**src/design/tdfe_pkg.sv**
```systemverilog
package tdfe_pkg;

	localparam int VALUE_BITS = 16;
	localparam int FIELD_BITS = 16;

	typedef logic [VALUE_BITS-1:0] value_t;
	typedef logic [FIELD_BITS-1:0] field_t;

	// parse phase codes
	localparam logic [2:0] PH_SEEK_TITLE = 3'd0;
	localparam logic [2:0] PH_SKIP_TITLE = 3'd1;
	localparam logic [2:0] PH_SEEK_BOLD  = 3'd2;
	localparam logic [2:0] PH_LETTER     = 3'd3;
	localparam logic [2:0] PH_VALUE      = 3'd4;
	localparam logic [2:0] PH_ERROR      = 3'd5;

	localparam logic [1:0] TGT_NONE = 2'd0;
	localparam logic [1:0] TGT_X    = 2'd1;
	localparam logic [1:0] TGT_Y    = 2'd2;
	localparam logic [1:0] TGT_C    = 2'd3;

	localparam logic [1:0] OC_OK         = 2'd0;
	localparam logic [1:0] OC_ERROR      = 2'd1;
	localparam logic [1:0] OC_INCOMPLETE = 2'd2;

	localparam logic [2:0] TITLE_LEN = 3'd7;
	localparam logic [2:0] BOLD_LEN  = 3'd3;

	localparam logic [7:0] CH_LT    = 8'h3C;
	localparam logic [7:0] CH_X     = 8'h58;
	localparam logic [7:0] CH_Y     = 8'h59;
	localparam logic [7:0] CH_C     = 8'h43;
	localparam logic [7:0] CH_COLON = 8'h3A;
	localparam logic [7:0] CH_SPACE = 8'h20;
	localparam logic [7:0] CH_ZERO  = 8'h30;
	localparam logic [7:0] CH_NINE  = 8'h39;

	typedef struct packed {
		logic [2:0] phase;
		logic [2:0] match_count;
		logic [1:0] target;
	} parse_state_t;

	// "<title>"
	function automatic logic [7:0] title_char(input logic [2:0] idx);
		logic [7:0] ch;
		unique case (idx)
			3'd0: ch = 8'h3C;
			3'd1: ch = 8'h74;
			3'd2: ch = 8'h69;
			3'd3: ch = 8'h74;
			3'd4: ch = 8'h6C;
			3'd5: ch = 8'h65;
			3'd6: ch = 8'h3E;
			default: ch = 8'h00;
		endcase
		return ch;
	endfunction

	// "<b>"
	function automatic logic [7:0] bold_char(input logic [2:0] idx);
		logic [7:0] ch;
		unique case (idx)
			3'd0: ch = 8'h3C;
			3'd1: ch = 8'h62;
			3'd2: ch = 8'h3E;
			default: ch = 8'h00;
		endcase
		return ch;
	endfunction

endpackage

```
**src/design/tdfe_in_if.sv**
```systemverilog
interface tdfe_in_if;
	import tdfe_pkg::*;

	logic       valid;
	logic       ready;
	logic [7:0] data_byte;
	logic       last_byte;

	modport source(output valid, output data_byte, output last_byte, input ready);
	modport sink(input valid, input data_byte, input last_byte, output ready);
endinterface

```
**src/design/tdfe_out_if.sv**
```systemverilog
interface tdfe_out_if;
	import tdfe_pkg::*;

	logic       valid;
	logic       ready;
	field_t     x_position;
	logic [FIELD_BITS-1:0] y_position;
	logic [FIELD_BITS-1:0] click_code;
	logic [1:0] outcome;
	logic       value_clipped;

	modport source(output valid, output x_position, output y_position, output click_code,
		output outcome, output value_clipped, input ready);
	modport sink(input valid, input x_position, input y_position, input click_code,
		input outcome, input value_clipped, output ready);
endinterface

```
**src/design/tdfe_parse.sv**
```systemverilog
module tdfe_parse (
	input  tdfe_pkg::parse_state_t cur,
	input  logic [7:0]             ch,
	output tdfe_pkg::parse_state_t nxt,
	output logic                   digit_en,
	output logic [3:0]             digit
);
	import tdfe_pkg::*;

	logic is_digit;

	assign is_digit = (ch >= CH_ZERO) && (ch <= CH_NINE);
	assign digit    = ch[3:0];

	always_comb begin
		nxt      = cur;
		digit_en = 1'b0;
		unique case (cur.phase)
			PH_SEEK_TITLE: begin
				if (cur.match_count < TITLE_LEN && ch == title_char(cur.match_count)) begin
					if (cur.match_count + 3'd1 == TITLE_LEN) begin
						nxt.phase       = PH_SKIP_TITLE;
						nxt.match_count = 3'd0;
					end else begin
						nxt.match_count = cur.match_count + 3'd1;
					end
				end else begin
					// a mismatching byte is not retried as the tag's first character
					nxt.match_count = 3'd0;
				end
			end
			PH_SKIP_TITLE: begin
				if (ch == CH_LT) begin
					nxt.phase       = PH_SEEK_BOLD;
					nxt.match_count = 3'd0;
				end
			end
			PH_SEEK_BOLD: begin
				if (cur.match_count < BOLD_LEN && ch == bold_char(cur.match_count)) begin
					if (cur.match_count + 3'd1 == BOLD_LEN) begin
						nxt.phase       = PH_LETTER;
						nxt.match_count = 3'd0;
					end else begin
						nxt.match_count = cur.match_count + 3'd1;
					end
				end else begin
					nxt.match_count = 3'd0;
				end
			end
			PH_LETTER: begin
				nxt.match_count = 3'd0;
				priority if (ch == CH_X) begin
					nxt.target = TGT_X;
					nxt.phase  = PH_VALUE;
				end else if (ch == CH_Y) begin
					nxt.target = TGT_Y;
					nxt.phase  = PH_VALUE;
				end else if (ch == CH_C) begin
					nxt.target = TGT_C;
					nxt.phase  = PH_VALUE;
				end else begin
					nxt.phase = PH_ERROR;
				end
			end
			PH_VALUE: begin
				priority if (ch == CH_LT) begin
					nxt.phase       = PH_SEEK_BOLD;
					nxt.match_count = 3'd0;
				end else if (is_digit) begin
					digit_en = (cur.target != TGT_NONE);
				end else if (ch != CH_COLON && ch != CH_SPACE) begin
					nxt.phase       = PH_ERROR;
					nxt.match_count = 3'd0;
				end
			end
			default: begin
				// error phase and unused codes hold
			end
		endcase
	end
endmodule

```
**src/design/tdfe_accum.sv**
```systemverilog
module tdfe_accum (
	input  tdfe_pkg::value_t acc,
	input  logic [3:0]       digit,
	output tdfe_pkg::value_t sum,
	output logic             clipped
);
	import tdfe_pkg::*;

	localparam int WIDE_BITS = VALUE_BITS + 4;

	logic [WIDE_BITS-1:0] ext;
	logic [WIDE_BITS-1:0] wide;

	// acc * 10 + digit, as shift-and-add
	assign ext     = WIDE_BITS'(acc);
	assign wide    = (ext << 3) + (ext << 1) + WIDE_BITS'(digit);
	assign clipped = |wide[WIDE_BITS-1:VALUE_BITS];
	assign sum     = clipped ? '1 : wide[VALUE_BITS-1:0];
endmodule

```
**src/design/tagged_decimal_field_extractor_core.sv**
```systemverilog
// Parses a markup document arriving one byte per transfer on byte_stream
// (data_byte, last_byte). After "<title>" and the title text, each "<b>"
// tag is followed by X, Y or C and a decimal value that is accumulated,
// saturating at 65535. For the transfer that carries last_byte, one result
// goes out on result: the three values, the outcome (0 ok, 1 parse error,
// 2 detail incomplete) and the clip flag. An ok outcome clears the values
// and restarts the title search; other outcomes keep all state.
// Throughput: one byte per clock while no last byte waits for the output
// register. Each byte is captured in an input register and processed from
// there by the phase/tag logic and one shift-and-add digit accumulator; a
// result is loaded into the output register when its last byte advances
// out of the input register.
// Reset (arst_n low) empties both registers and returns the parser to the
// title search with all values zero.
// When the receiver stalls, bytes without last_byte keep flowing; a last
// byte waits in the input register until the output register frees up,
// and the input then stops accepting.
module tagged_decimal_field_extractor_core (
	input  logic       clk,
	input  logic       arst_n,
	tdfe_in_if.sink    byte_stream,
	tdfe_out_if.source result
);
	import tdfe_pkg::*;

	logic         valid_s1;
	logic [7:0]   byte_s1;
	logic         last_s1;
	logic         adv_s1;

	parse_state_t state_q;
	parse_state_t state_nxt;
	value_t       x_q;
	value_t       y_q;
	value_t       c_q;
	logic         clip_q;

	logic         digit_en;
	logic [3:0]   digit;
	value_t       acc_sel;
	value_t       acc_sum;
	logic         acc_clip;
	value_t       x_nxt;
	value_t       y_nxt;
	value_t       c_nxt;
	logic         clip_nxt;
	logic [1:0]   oc_nxt;

	logic         valid_s2;
	field_t       x_s2;
	field_t       y_s2;
	field_t       c_s2;
	logic [1:0]   oc_s2;
	logic         clip_s2;

	tdfe_parse u_parse (
		.cur      (state_q),
		.ch       (byte_s1),
		.nxt      (state_nxt),
		.digit_en (digit_en),
		.digit    (digit)
	);

	always_comb begin
		unique case (state_q.target)
			TGT_X:   acc_sel = x_q;
			TGT_Y:   acc_sel = y_q;
			default: acc_sel = c_q;
		endcase
	end

	tdfe_accum u_accum (
		.acc     (acc_sel),
		.digit   (digit),
		.sum     (acc_sum),
		.clipped (acc_clip)
	);

	always_comb begin
		x_nxt    = x_q;
		y_nxt    = y_q;
		c_nxt    = c_q;
		clip_nxt = clip_q;
		if (digit_en) begin
			clip_nxt = clip_q | acc_clip;
			unique case (state_q.target)
				TGT_X:   x_nxt = acc_sum;
				TGT_Y:   y_nxt = acc_sum;
				default: c_nxt = acc_sum;
			endcase
		end
	end

	always_comb begin
		unique case (state_nxt.phase)
			PH_SEEK_BOLD:  oc_nxt = OC_OK;
			PH_SEEK_TITLE,
			PH_SKIP_TITLE,
			PH_LETTER,
			PH_VALUE:      oc_nxt = OC_INCOMPLETE;
			default:       oc_nxt = OC_ERROR;
		endcase
	end

	// a last byte advances only when the output register can take its result
	assign adv_s1            = valid_s1 && (!last_s1 || !valid_s2 || result.ready);
	assign byte_stream.ready = !valid_s1 || adv_s1;

	always_ff @(posedge clk or negedge arst_n) begin
		if (!arst_n) begin
			valid_s1 <= 1'b0;
		end else if (byte_stream.ready) begin
			valid_s1 <= byte_stream.valid;
		end
	end

	always_ff @(posedge clk) begin
		if (byte_stream.valid && byte_stream.ready) begin
			byte_s1 <= byte_stream.data_byte;
			last_s1 <= byte_stream.last_byte;
		end
	end

	always_ff @(posedge clk or negedge arst_n) begin
		if (!arst_n) begin
			state_q <= '{phase: PH_SEEK_TITLE, match_count: 3'd0, target: TGT_NONE};
			x_q     <= '0;
			y_q     <= '0;
			c_q     <= '0;
			clip_q  <= 1'b0;
		end else if (adv_s1) begin
			if (last_s1 && oc_nxt == OC_OK) begin
				state_q <= '{phase: PH_SEEK_TITLE, match_count: 3'd0, target: TGT_NONE};
				x_q     <= '0;
				y_q     <= '0;
				c_q     <= '0;
				clip_q  <= 1'b0;
			end else begin
				state_q <= state_nxt;
				x_q     <= x_nxt;
				y_q     <= y_nxt;
				c_q     <= c_nxt;
				clip_q  <= clip_nxt;
			end
		end
	end

	always_ff @(posedge clk or negedge arst_n) begin
		if (!arst_n) begin
			valid_s2 <= 1'b0;
		end else if (adv_s1 && last_s1) begin
			valid_s2 <= 1'b1;
		end else if (result.ready) begin
			valid_s2 <= 1'b0;
		end
	end

	always_ff @(posedge clk) begin
		if (adv_s1 && last_s1) begin
			x_s2    <= FIELD_BITS'(x_nxt);
			y_s2    <= FIELD_BITS'(y_nxt);
			c_s2    <= FIELD_BITS'(c_nxt);
			oc_s2   <= oc_nxt;
			clip_s2 <= clip_nxt;
		end
	end

	assign result.valid         = valid_s2;
	assign result.x_position    = x_s2;
	assign result.y_position    = y_s2;
	assign result.click_code    = c_s2;
	assign result.outcome       = oc_s2;
	assign result.value_clipped = clip_s2;
endmodule
```
**src/flat_wrapper.sv**
```systemverilog
// flat-port wrapper written by rule: the top's interface ports become plain ports
module tagged_decimal_field_extractor_core_flat import tdfe_pkg::*;
  (clk, arst_n, byte_stream_valid, byte_stream_data_byte, byte_stream_last_byte, byte_stream_ready, result_valid, result_x_position, result_y_position, result_click_code, result_outcome, result_value_clipped, result_ready);
  tdfe_in_if byte_stream_i ();
  tdfe_out_if result_i ();
  input  logic clk;
  input  logic arst_n;
  input wire logic [$bits(byte_stream_i.valid)-1:0] byte_stream_valid;
  input wire logic [$bits(byte_stream_i.data_byte)-1:0] byte_stream_data_byte;
  input wire logic [$bits(byte_stream_i.last_byte)-1:0] byte_stream_last_byte;
  output wire logic [$bits(byte_stream_i.ready)-1:0] byte_stream_ready;
  output wire logic [$bits(result_i.valid)-1:0] result_valid;
  output wire logic [$bits(result_i.x_position)-1:0] result_x_position;
  output wire logic [$bits(result_i.y_position)-1:0] result_y_position;
  output wire logic [$bits(result_i.click_code)-1:0] result_click_code;
  output wire logic [$bits(result_i.outcome)-1:0] result_outcome;
  output wire logic [$bits(result_i.value_clipped)-1:0] result_value_clipped;
  input wire logic [$bits(result_i.ready)-1:0] result_ready;
  assign byte_stream_i.valid = byte_stream_valid;
  assign byte_stream_i.data_byte = byte_stream_data_byte;
  assign byte_stream_i.last_byte = byte_stream_last_byte;
  assign byte_stream_ready = byte_stream_i.ready;
  assign result_valid = result_i.valid;
  assign result_x_position = result_i.x_position;
  assign result_y_position = result_i.y_position;
  assign result_click_code = result_i.click_code;
  assign result_outcome = result_i.outcome;
  assign result_value_clipped = result_i.value_clipped;
  assign result_i.ready = result_ready;
  tagged_decimal_field_extractor_core u_core (.clk(clk), .arst_n(arst_n), .byte_stream(byte_stream_i), .result(result_i));
endmodule
```
**config.mk**
```make
export PLATFORM = sky130hd
export DESIGN_NAME = tagged_decimal_field_extractor_core_flat
export DESIGN_NICKNAME = d
export VERILOG_FILES = /design/src/design/tdfe_pkg.sv /design/src/design/tdfe_in_if.sv /design/src/design/tdfe_out_if.sv /design/src/design/tdfe_parse.sv /design/src/design/tdfe_accum.sv /design/src/design/tagged_decimal_field_extractor_core.sv /design/src/flat_wrapper.sv
export SDC_FILE = /design/constraint.sdc
export NUM_CORES = 1
export LEC_CHECK = 0
export BUFFER_PORTS_ARGS = -buffer_cell sky130_fd_sc_hd__buf_2
export CORE_MARGIN = 5
export CORE_UTILIZATION = 35
export DETAILED_ROUTE_END_ITERATION = 10
export MAX_ROUTING_LAYER = met4
export SLEW_MARGIN = 10
export SYNTH_ARGS = -nofsm -noshare
export SYNTH_HDL_FRONTEND = slang
export SYNTH_HIERARCHICAL = 1
export SYNTH_SLANG_ARGS = --single-unit
export TNS_END_PERCENT = 30
```
**constraint.sdc**
```tcl
create_clock -name clk -period 9.72 [get_ports clk]
set_input_delay 2.43 -clock clk [delete_from_list [all_inputs] [get_ports clk]]
set_output_delay 2.43 -clock clk [all_outputs]
set_load 0.005 [all_outputs]
```
; ---- Word-level counts from Yosys, hierarchy flattened
; Cells that the tools add are included.
[classes]
add_sub_neg = 3
mul = 0
n_div = 0
magnitude_cmp = 4
n_eq_ne = 29
shifts = 0
muxes = 44
n_bitwise = 1
reduce_logical = 29
[op_table]
columns = op, n
row1 = $mux W16, 10
row2 = $pmux W7 S6, 1
row3 = $pmux W16 S2, 1
row4 = $mux W3, 10
row5 = $pmux W6 S5, 1
row6 = $eq A8 B7 Y1 const B, 3
row7 = $mux W6, 4
row8 = $mux W8, 3
row9 = $eq A3 B2 Y1 const B, 7
row10 = $pmux W7 S3, 1
row11 = $add A19 B17 Y20, 1
row12 = $add A20 B4 Y20, 1
row13 = $eq A3 B3 Y1 const B, 6
row14 = $eq A8 B8 Y1, 2
row15 = $ne A8 B6 Y1 const B, 2
row16 = $eq A3 B1 Y1 const B, 3
row17 = $logic_not A3 Y1, 3
row18 = $eq A8 B6 Y1 const B, 1
row19 = $ge A8 B6 Y1 const B, 1
row20 = $le A8 B6 Y1 const B, 1
row21 = $logic_and A1 B1 Y1, 8
row22 = $mux W1, 8
row23 = $mux W2, 4
row24 = $ne A4 B3 Y1 const B, 2
row25 = other kinds (18), 26
[word_totals]
ff_bits = 119
latch_bits = 0
mem_bits_rw = 0
rom_bits = 0
inputBits = 13
wordCells = 126
memories = 0

; ---- Longest topological paths before layout
; Gate-level depths: netlist of run 1.
[depth]
ltp_word = 15
mapped_depth = 20
depth_no_buf = 17

; ---- Modules after synthesis
; The synthesis of run 1 kept the hierarchy.
[modules_own_cells]
columns = module, instances, cells_per_inst, area_each_um2, seq_area_each_um2
row1 = tagged_decimal_field_extractor_core, 1, 373, 5122.4, 3278.1
row2 = tdfe_accum, 1, 162, 1267.5, 0.0
row3 = tdfe_parse, 1, 134, 870.8, 0.0

; ---- Worst setup path after synthesis of run 1
; OpenSTA, ideal clock, no wires.
[synth_timing]
path_kind = in2out
startpoint = input port result_ready
endpoint = output port byte_stream_ready
t_arrival_ns = 2.678
required_ns = 7.290
path_slack_ns = 4.612
cell_stages = 2
path_buffers = 0
path_cell_list = nor2b_1 nand3_1
[synth_between]
elab_chain_len = 3
[synth_rtl]
columns = element, line
row1 = "start, declared", flat_wrapper.sv:18  ; input wire logic [$bits(result_i.ready)-1:0] result_ready;
row2 = $logic_or A1 B1 Y1, tagged_decimal_field_extractor_core.sv:106  ; assign adv_s1 = valid_s1 && (!last_s1 || !valid_s2 || result.ready);
row3 = $logic_and A1 B1 Y1, tagged_decimal_field_extractor_core.sv:106
row4 = $logic_or A1 B1 Y1, tagged_decimal_field_extractor_core.sv:107  ; assign byte_stream.ready = !valid_s1 || adv_s1;
row5 = "end, declared", flat_wrapper.sv:11  ; output wire logic [$bits(byte_stream_i.ready)-1:0] byte_stream_ready;
; Every way passes these cells.

; ---- Final worst setup path of run 1
[layout_timing]
startpoint = register u_core/state_q[0] (netlist bit)
endpoint = register u_core.x_s2[12] (netlist: u_core/result.x_position[12]) (data pin)
[layout_between]
elab_chain_len = 8
elab_cells_between_ends = 13
cone_classes = 2 x add/sub / 2 x eq/ne / 7 x mux / 2 x reduce/logical
[layout_rtl]
columns = element, line
row1 = "start, declared", tagged_decimal_field_extractor_core.sv:31  ; parse_state_t state_q;
row2 = "start signal, assigned", tagged_decimal_field_extractor_core.sv:126  ; state_q <= '{phase: PH_SEEK_TITLE, match_count: 3'd0, target: TGT_NONE};
row3 = "start signal, assigned", tagged_decimal_field_extractor_core.sv:133  ; state_q <= '{phase: PH_SEEK_TITLE, match_count: 3'd0, target: TGT_NONE};
row4 = "start signal, assigned", tagged_decimal_field_extractor_core.sv:139  ; state_q <= state_nxt;
row5 = $eq A2 B2 Y1 or $eq A2 B1 Y1 (tied branches), tagged_decimal_field_extractor_core.sv:65  ; unique case (state_q.target)
row6 = $pmux W16 S2 (*), tagged_decimal_field_extractor_core.sv:65
row7 = net u_core.acc_sel[0], tagged_decimal_field_extractor_core.sv:40  ; value_t acc_sel;
row8 = $add A19 B17 Y20 (*), tdfe_accum.sv:16  ; assign wide = (ext << 3) + (ext << 1) + WIDE_BITS'(digit);
row9 = $add A20 B4 Y20 (*), tdfe_accum.sv:16
row10 = $reduce_or A4 Y1, tdfe_accum.sv:17  ; assign clipped = |wide[WIDE_BITS-1:VALUE_BITS];
row11 = $mux W16 (*), tdfe_accum.sv:18  ; assign sum = clipped ? '1 : wide[VALUE_BITS-1:0];
row12 = net u_core.acc_sum[12], tagged_decimal_field_extractor_core.sv:41  ; value_t acc_sum;
row13 = $mux W16 (*), tagged_decimal_field_extractor_core.sv:86  ; unique case (state_q.target)
row14 = $mux W16 (*), tagged_decimal_field_extractor_core.sv:84  ; if (digit_en) begin
row15 = net u_core.x_nxt[12], tagged_decimal_field_extractor_core.sv:43  ; value_t x_nxt;
row16 = "end signal, assigned", tagged_decimal_field_extractor_core.sv:160  ; x_s2 <= FIELD_BITS'(x_nxt);
row17 = "end, declared", tagged_decimal_field_extractor_core.sv:50  ; field_t x_s2;
; Mark *: on every way through the listed nets, which the timed path passes. The rest lies on a longest branch.
; A chain may end at the register's enable or synchronous reset.

==> reports/metrics.csv, run 1 <==
metric,value,unit
fin. max-slew vios,0,
antenna violations before repair,0,
total of max-cap violations,0,
first-pass GRT wire length,30500,µm
largest family of logic cells by synthesized area,compound AO/OA/AOI/OAI gates,
clock-pin slew on the worst setup and hold paths,0.05,ns
CP Buf/Inv Count,2,
Vias,5521,
Detail Placement HPWL,12300,µm
post-route ant nets,0,
die area,0.0237,mm²
ys async rst share,0.496,
cell leakage power,3.50,nW
CTS buffer count,17,
multiplexer share of the synthesized area,0.0598,
Netlist cell types,82,
Area contributors post-synth,"edfxtp_1 (25%), dfrtp_1 (20%), a32o_1 (6.8%)",
Power Dens Cells,163,mW/mm²
CP max stage delay,0.95,ns
Post-synth top cells,"nand2_1 (83), edfxtp_1 (60), dfrtp_1 (59)",
Die X,154,µm
placed cell area,0.00763,mm²
TNS Setup,0,ns
RSZ-0062 raised after global routing,false,
Post-Synth Adder-Cell Area,0.0727,
GRT Util Overall,0.166,
critical path's top delay family,compound AO/OA/AOI/OAI gates,
drt drc,0,
Congestion Overflow GR,0,
Port-buffer cells,65,
min cycle time layout,5.71,ns
Placed Instances,955,
XOR/XNOR Fraction of Synth Area,0.0181,
critical path cell sequence,"inv_1, ha_1, o21ai_0, inv_1, fa_1, fa_1, nand2b_1, a21o_1, a2111oi_2, o31ai_1, a221oi_4, o211ai_1, mux2_1",
Hold Crit Depth,1,
Compound-Gate Fraction of Synth Area,0.199,
clock tree root driver cell,clkbuf_16,
H-tree lvl count,4,
Core Rows,52,
Detailed Routing Iterations Pass 1,5,
register area share after synthesis,0.451,
normalized max-slew margin,0.210,
final WL,18900,µm
maximum VDD drop,0.106,mV
CP arrival,5.87,ns
Critical Path Start Type,flop,
Synth Warn #,6,
Layout Cells excl Fill,987,
Most used DFF post-synth,edfxtp_1,
CTS Hold Bufs,0,
FF-to-FF path depth,13,
vias in the first global route,5475,
Post-synth EDFFs,60,
crit-path max FO,33,
IO Count,66,
Max Fclk,0.175,GHz
Simple-Gate Fraction of Synth Area,0.141,
post-cts sizing count,0,
Syn Inst Count,669,
core area,0.0203,mm²
CTS sink cnt,119,
final core utilization,0.404,
Layout Area Growth over Synthesis,12.9,%
Routed wire per std cell,19.1,µm
Worst Skew,0.0132,ns
dominant cell by count in the synthesized netlist,nand2_1,
initial drt markers,412,
area of the mapped netlist,0.00726,mm²
setup violators final,0,
"area leader, netlist",edfxtp_1,
ratio of cells with drive above 1 in the final layout,0.176,
"Slowest-stage cell, CP",ha_1,
initial core utilization,0.358,
Yosys reg bits,119,
GP Congestion,0.919,
Worst Tran Pin Value,1.19,ns
clk buf depth,2,
die span in y,154,µm
critical path depth in cells,13,
post-route cell area,0.00819,mm²
diode count,0,
Avg Inst Size Synth,10.9,µm²
worst hold path type,flop to flop,
"Req. time, crit path",9.88,ns
TritonCTS clock tree,built,
# Post-CTS Setup Buffers,0,
Nets,758,
Final period util,0.587,
Setup CP Type,flop to flop,
status,completed,
Fin. Hold Viols,0,
Syn Nets,723,
vias per cell,5.59,
top-area cell type share of the netlist area,0.248,
worst skew pair latency,0.43,ns
pin count of the biggest net entering global routing,60,
CP Capture Type,flop,
-- stage by stage --
| step | power, W | hold slack, ns | worst slack, ns |
|---|---|---|---|
| global route | 0.00140 | 0.526 | 3.51 |
| CTS | 0.00135 | 0.511 | 4.02 |
| finish | 0.00134 | 0.509 | 4.01 |
| global placement | 0.000745 | 0.494 | 4.17 |
| floorplan | 0.000700 | 0.456 | 4.61 |
| detailed placement | 0.000746 | 0.499 | 4.09 |
-- placed cells by master (no fill, tap or decap), types with 9 or more instances in the layout --
master / instances
nand2_1: 83
buf_2: 65
edfxtp_1: 60
dfrtp_1: 59
a32o_1: 49
ha_1: 39
mux2_1: 34
a21oi_1: 33
inv_1: 25
o21ai_0: 21
o21ai_1: 20
nor2_1: 18
clkbuf_16: 17
a22oi_1: 16
nand3_1: 13
nor3_1: 10
xor2_1: 9
-- worst reg2reg max path: stages, from the launching register on --
cell and delay, ns:
dfrtp_1 0.39, inv_1 0.07, ha_1 0.95, o21ai_0 0.30, inv_1 0.14, fa_1 0.47, fa_1 0.46, nand2b_1 0.20
a21o_1 0.20, a2111oi_2 0.38, o31ai_1 0.17, a221oi_4 0.88, o211ai_1 0.42, mux2_1 0.42
-- logic make-up after synthesis --
logic type	after synthesis
AO/OA/AOI/OAI	187
XOR/XNOR	15
adder cells (fa/ha/maj)	41
buffers and inverters	78
flip-flops	119
multiplexers	39
AND/OR/NAND/NOR	190
-- layer usage --
metal,vias to the layer above,share of wire,wire (µm),global-route usage
met1,2724,0.48,8990,0.231
met5,-,0,0,-
met3,23,0.046,864,0.0278
met4,0,0.015,279,0.0568
met2,178,0.46,8750,0.248
li1,2596,-,-,-
-- flip-flops by register name, indices dropped and copies added (netlist names) --
name                         flops
u_core/result.value_clipped      1
u_core/y_q                      16
u_core/result.click_code        16
u_core/clip_q                    1
u_core/c_q                      16
u_core/state_q                   8
u_core/x_q                      16
u_core/result.x_position        16
u_core/result.valid              1
u_core/result.outcome            2
u_core/byte_s1                   8
u_core/result.y_position        16
u_core/valid_s1                  1
u_core/last_s1                   1
-- report_power, final --
group          switching [W]  internal [W]
Sequential         0.0000222      0.000548
Clock               0.000228      0.000373
Combinational       0.000115     0.0000527
-- worst paths after layout --
path                                    from                           end  slack (ns)
max                        u_core/state_q[0]  u_core/result.x_position[12]        4.01
min                            u_core/c_q[6]                 u_core/c_q[6]        0.51
max reg2reg                u_core/state_q[0]  u_core/result.x_position[12]        4.01
min reg2reg                    u_core/c_q[6]                 u_core/c_q[6]        0.51
max in group asynchronous             arst_n                 u_core/c_q[7]        7.01
min in group asynchronous             arst_n                u_core/x_q[13]        2.17
-- final cells by class --
cell class                 instances  area [µm²]
fill                            1997       12100
multi-input combinational        472        3570
sequential                       119        3280
clock buffer                      18         429
timing repair buffer              68         348
tap                              270         338
clock inverter                    14         134
inverter                          26        97.6
(Power assumes the default switching activity.)
==> run 2, diff against run 1 <==
==> constraint.sdc (replaced) <==
create_clock -name clk -period 5 [get_ports clk]
set_input_delay 1.25 -clock clk [delete_from_list [all_inputs] [get_ports clk]]
set_output_delay 1.25 -clock clk [all_outputs]
set_load 0.005 [all_outputs]
==> run 2 against run 1 <==
Net effect:
- via count up 2.3%
- setup slack got worse by 3.7 ns
- clock power is 110% higher
- worst hold slack better by 0.0037 ns
- final area grew 2.2%
- clock-buffer cell count up 6
- critical path depth increased by 2
- combinational power rose by 110%
- clock skew shrank 0.00059 ns
- first-iteration DRC count grew 41%
- critical endpoint is now u_core/result.click_code[12]
- largest power group unchanged
==> reports/metrics.csv, run 2 (same netlist as run 1, synthesis figures left out) <==
metric,value,unit,change
status,completed,,
initial core utilization,0.358,,unchanged
first-pass GRT wire length,32200,µm,+5.3%
CTS sink cnt,119,,unchanged
pin count of the biggest net entering global routing,45,,-25%
sequential group share of total power,0.403,,-0.023
CTS Hold Bufs,0,,unchanged
normalized max-slew margin,0.316,,+0.106
Power Dens Cells,329,mW/mm²,+100%
P_sw,0.000710,W,+95%
"Req. time, crit path",5.16,ns,-4.72 ns
Layout Cells excl Fill,1004,,+1.7%
clock power share,0.468,,+0.019
initial drt markers,580,,+41%
total of max-cap violations,0,,unchanged
Detailed Routing Iterations Pass 1,5,,unchanged
drt drc,0,,unchanged
final WL,19900,µm,+5.4%
cell leakage power,3.61,nW,+3.3%
post-route ant nets,0,,unchanged
Detail Placement HPWL,13200,µm,+7.6%
"Slowest-stage cell, CP",fa_1,,
H-tree lvl count,4,,unchanged
Die X,154,µm,unchanged
IO Count,66,,unchanged
GRT Util Overall,0.175,,+0.00899
Congestion Overflow GR,0,,unchanged
Placed Instances,970,,+1.6%
CTS buffer count,17,,unchanged
clk buf depth,2,,unchanged
setup violators final,0,,unchanged
min cycle time layout,4.73,ns,-0.980 ns
CP Capture Type,flop,,
worst setup margin,0.270,ns,-3.74 ns
clock tree root driver cell,clkbuf_16,,
final core utilization,0.412,,+0.00881
CP Buf/Inv Count,3,,+1
fin. max-slew vios,0,,unchanged
"leading cell type in the layout, fill and taps excluded",nand2_1,,
clock-pin slew on the worst setup and hold paths,0.05,ns,about the same
maximum VDD drop,0.212,mV,+100%
crit-path max FO,11,,-67%
Setup CP Type,flop to flop,,
internal power,0.00205,W,+110%
Critical Path Start Type,flop,,
pre-CTS setup slack,0.178,ns,-3.91 ns
Worst Tran Pin Value,1.02,ns,-0.162 ns
vias per cell,5.63,,+0.59%
Port-buffer cells,65,,unchanged
critical path's top delay family,compound AO/OA/AOI/OAI gates,,
vias in the first global route,5776,,+5.5%
die area,0.0237,mm²,unchanged
CP max stage delay,0.52,ns,-0.43 ns
core area,0.0203,mm²,unchanged
TNS Setup,0,ns,unchanged
Routed wire per std cell,19.8,µm,+3.6%
most frequent cells in the layout,"nand2_1 (83), buf_2 (65), edfxtp_1 (60)",,
die span in y,154,µm,unchanged
Worst Skew,0.0127,ns,-0.000586 ns
Fin. Hold Viols,0,,unchanged
GP Congestion,0.891,,-3.0%
CP arrival,4.89,ns,-0.98 ns
Nets,775,,+2.2%
ratio of cells with drive above 1 in the final layout,0.191,,+0.0150
diode count,0,,unchanged
Max Fclk,0.211,GHz,+21%
worst hold path type,flop to flop,,
Core Rows,52,,unchanged
Final period util,0.946,,+0.359
Layout Area Growth over Synthesis,15.3,%,
worst skew pair latency,0.42,ns,about the same
switching fraction of total power,0.258,,-0.0149
critical path cell sequence,"inv_1, ha_1, a22oi_1, o21ai_0, inv_1, fa_1, fa_1, nand2b_1, a21o_1, a2111oi_2, o31ai_1, a221oi_4, buf_4, o211ai_1, mux2_1",,
antenna violations before repair,0,,unchanged
Vias,5649,,+2.3%
TritonCTS clock tree,built,,
Logic pwr share,0.129,,+0.004
run 2: timing repair:
item,CTS,global route
endpoints found under the setup margin,0,27
resized for setup,0,1
hold endpoints to repair,0,0
setup buffers,0,2
run 2: final cells by class:
class | count | area (µm²)
Clock inverter | 8 | 146
Multi-Input combinational cell | 472 | 3570
Inverter | 26 | 97.6
Sequential cell | 119 | 3280
Timing Repair Buffer | 85 | 475
Tap cell | 270 | 338
Clock buffer | 24 | 472
Fill cell | 1957 | 11900
run 2: through the flow:
stage                     hold slack (ns)  cell area, µm²  total power, W
after detailed placement            0.500            7740         0.00148
after global placement              0.490            7740         0.00148
after CTS                           0.512            8360         0.00278
final                               0.512            8370         0.00276
after floorplan                     0.456            7260         0.00136
after global routing                0.532            8370         0.00287
run 2: power groups by stage:
stage	combinational [W]	clock, W	sequential, W
3_5_place_dp	0.000350	0	0.00113
3_3_place_gp	0.000347	0	0.00113
5_1_grt	0.000390	0.00136	0.00112
6_report	0.000357	0.00129	0.00111
4_1_cts	0.000354	0.00131	0.00111
2_1_floorplan	0.000258	0	0.00110
run 2: path summary, 6_finish.rpt:
kind	slack, ns	end	start	cells past startpoint
setup / recovery	0.27	u_core/result.click_code[12]	u_core/state_q[1]	15
hold / removal	0.51	u_core/c_q[6]	u_core/c_q[6]	1
setup reg to reg	0.27	u_core/result.click_code[12]	u_core/state_q[1]	15
hold reg to reg	0.51	u_core/c_q[6]	u_core/c_q[6]	1
max in group asynchronous	3.23	u_core/c_q[6]	arst_n	2
min in group asynchronous	0.85	u_core/c_q[15]	arst_n	1
run 2: worst reg2reg max path: cells and delay by family, from the launching register on:
| kind | cells | cell delay (ns) |
|---|---|---|
| flops | 1 | 0.41 |
| fa+ha+maj | 3 | 1.31 |
| compound gates | 7 | 1.71 |
| simple gates | 1 | 0.20 |
| buf+inv | 3 | 0.47 |
| mux | 1 | 0.37 |
run 2: metal layers:
layer	share of wire	vias to the layer above	GRT usage	wire length (µm)
li1	-	2636	-	-
met5	0	-	-	0
met4	0.016	0	0.0492	310
met1	0.48	2821	0.240	9490
met3	0.042	24	0.0343	843
met2	0.46	168	0.267	9250
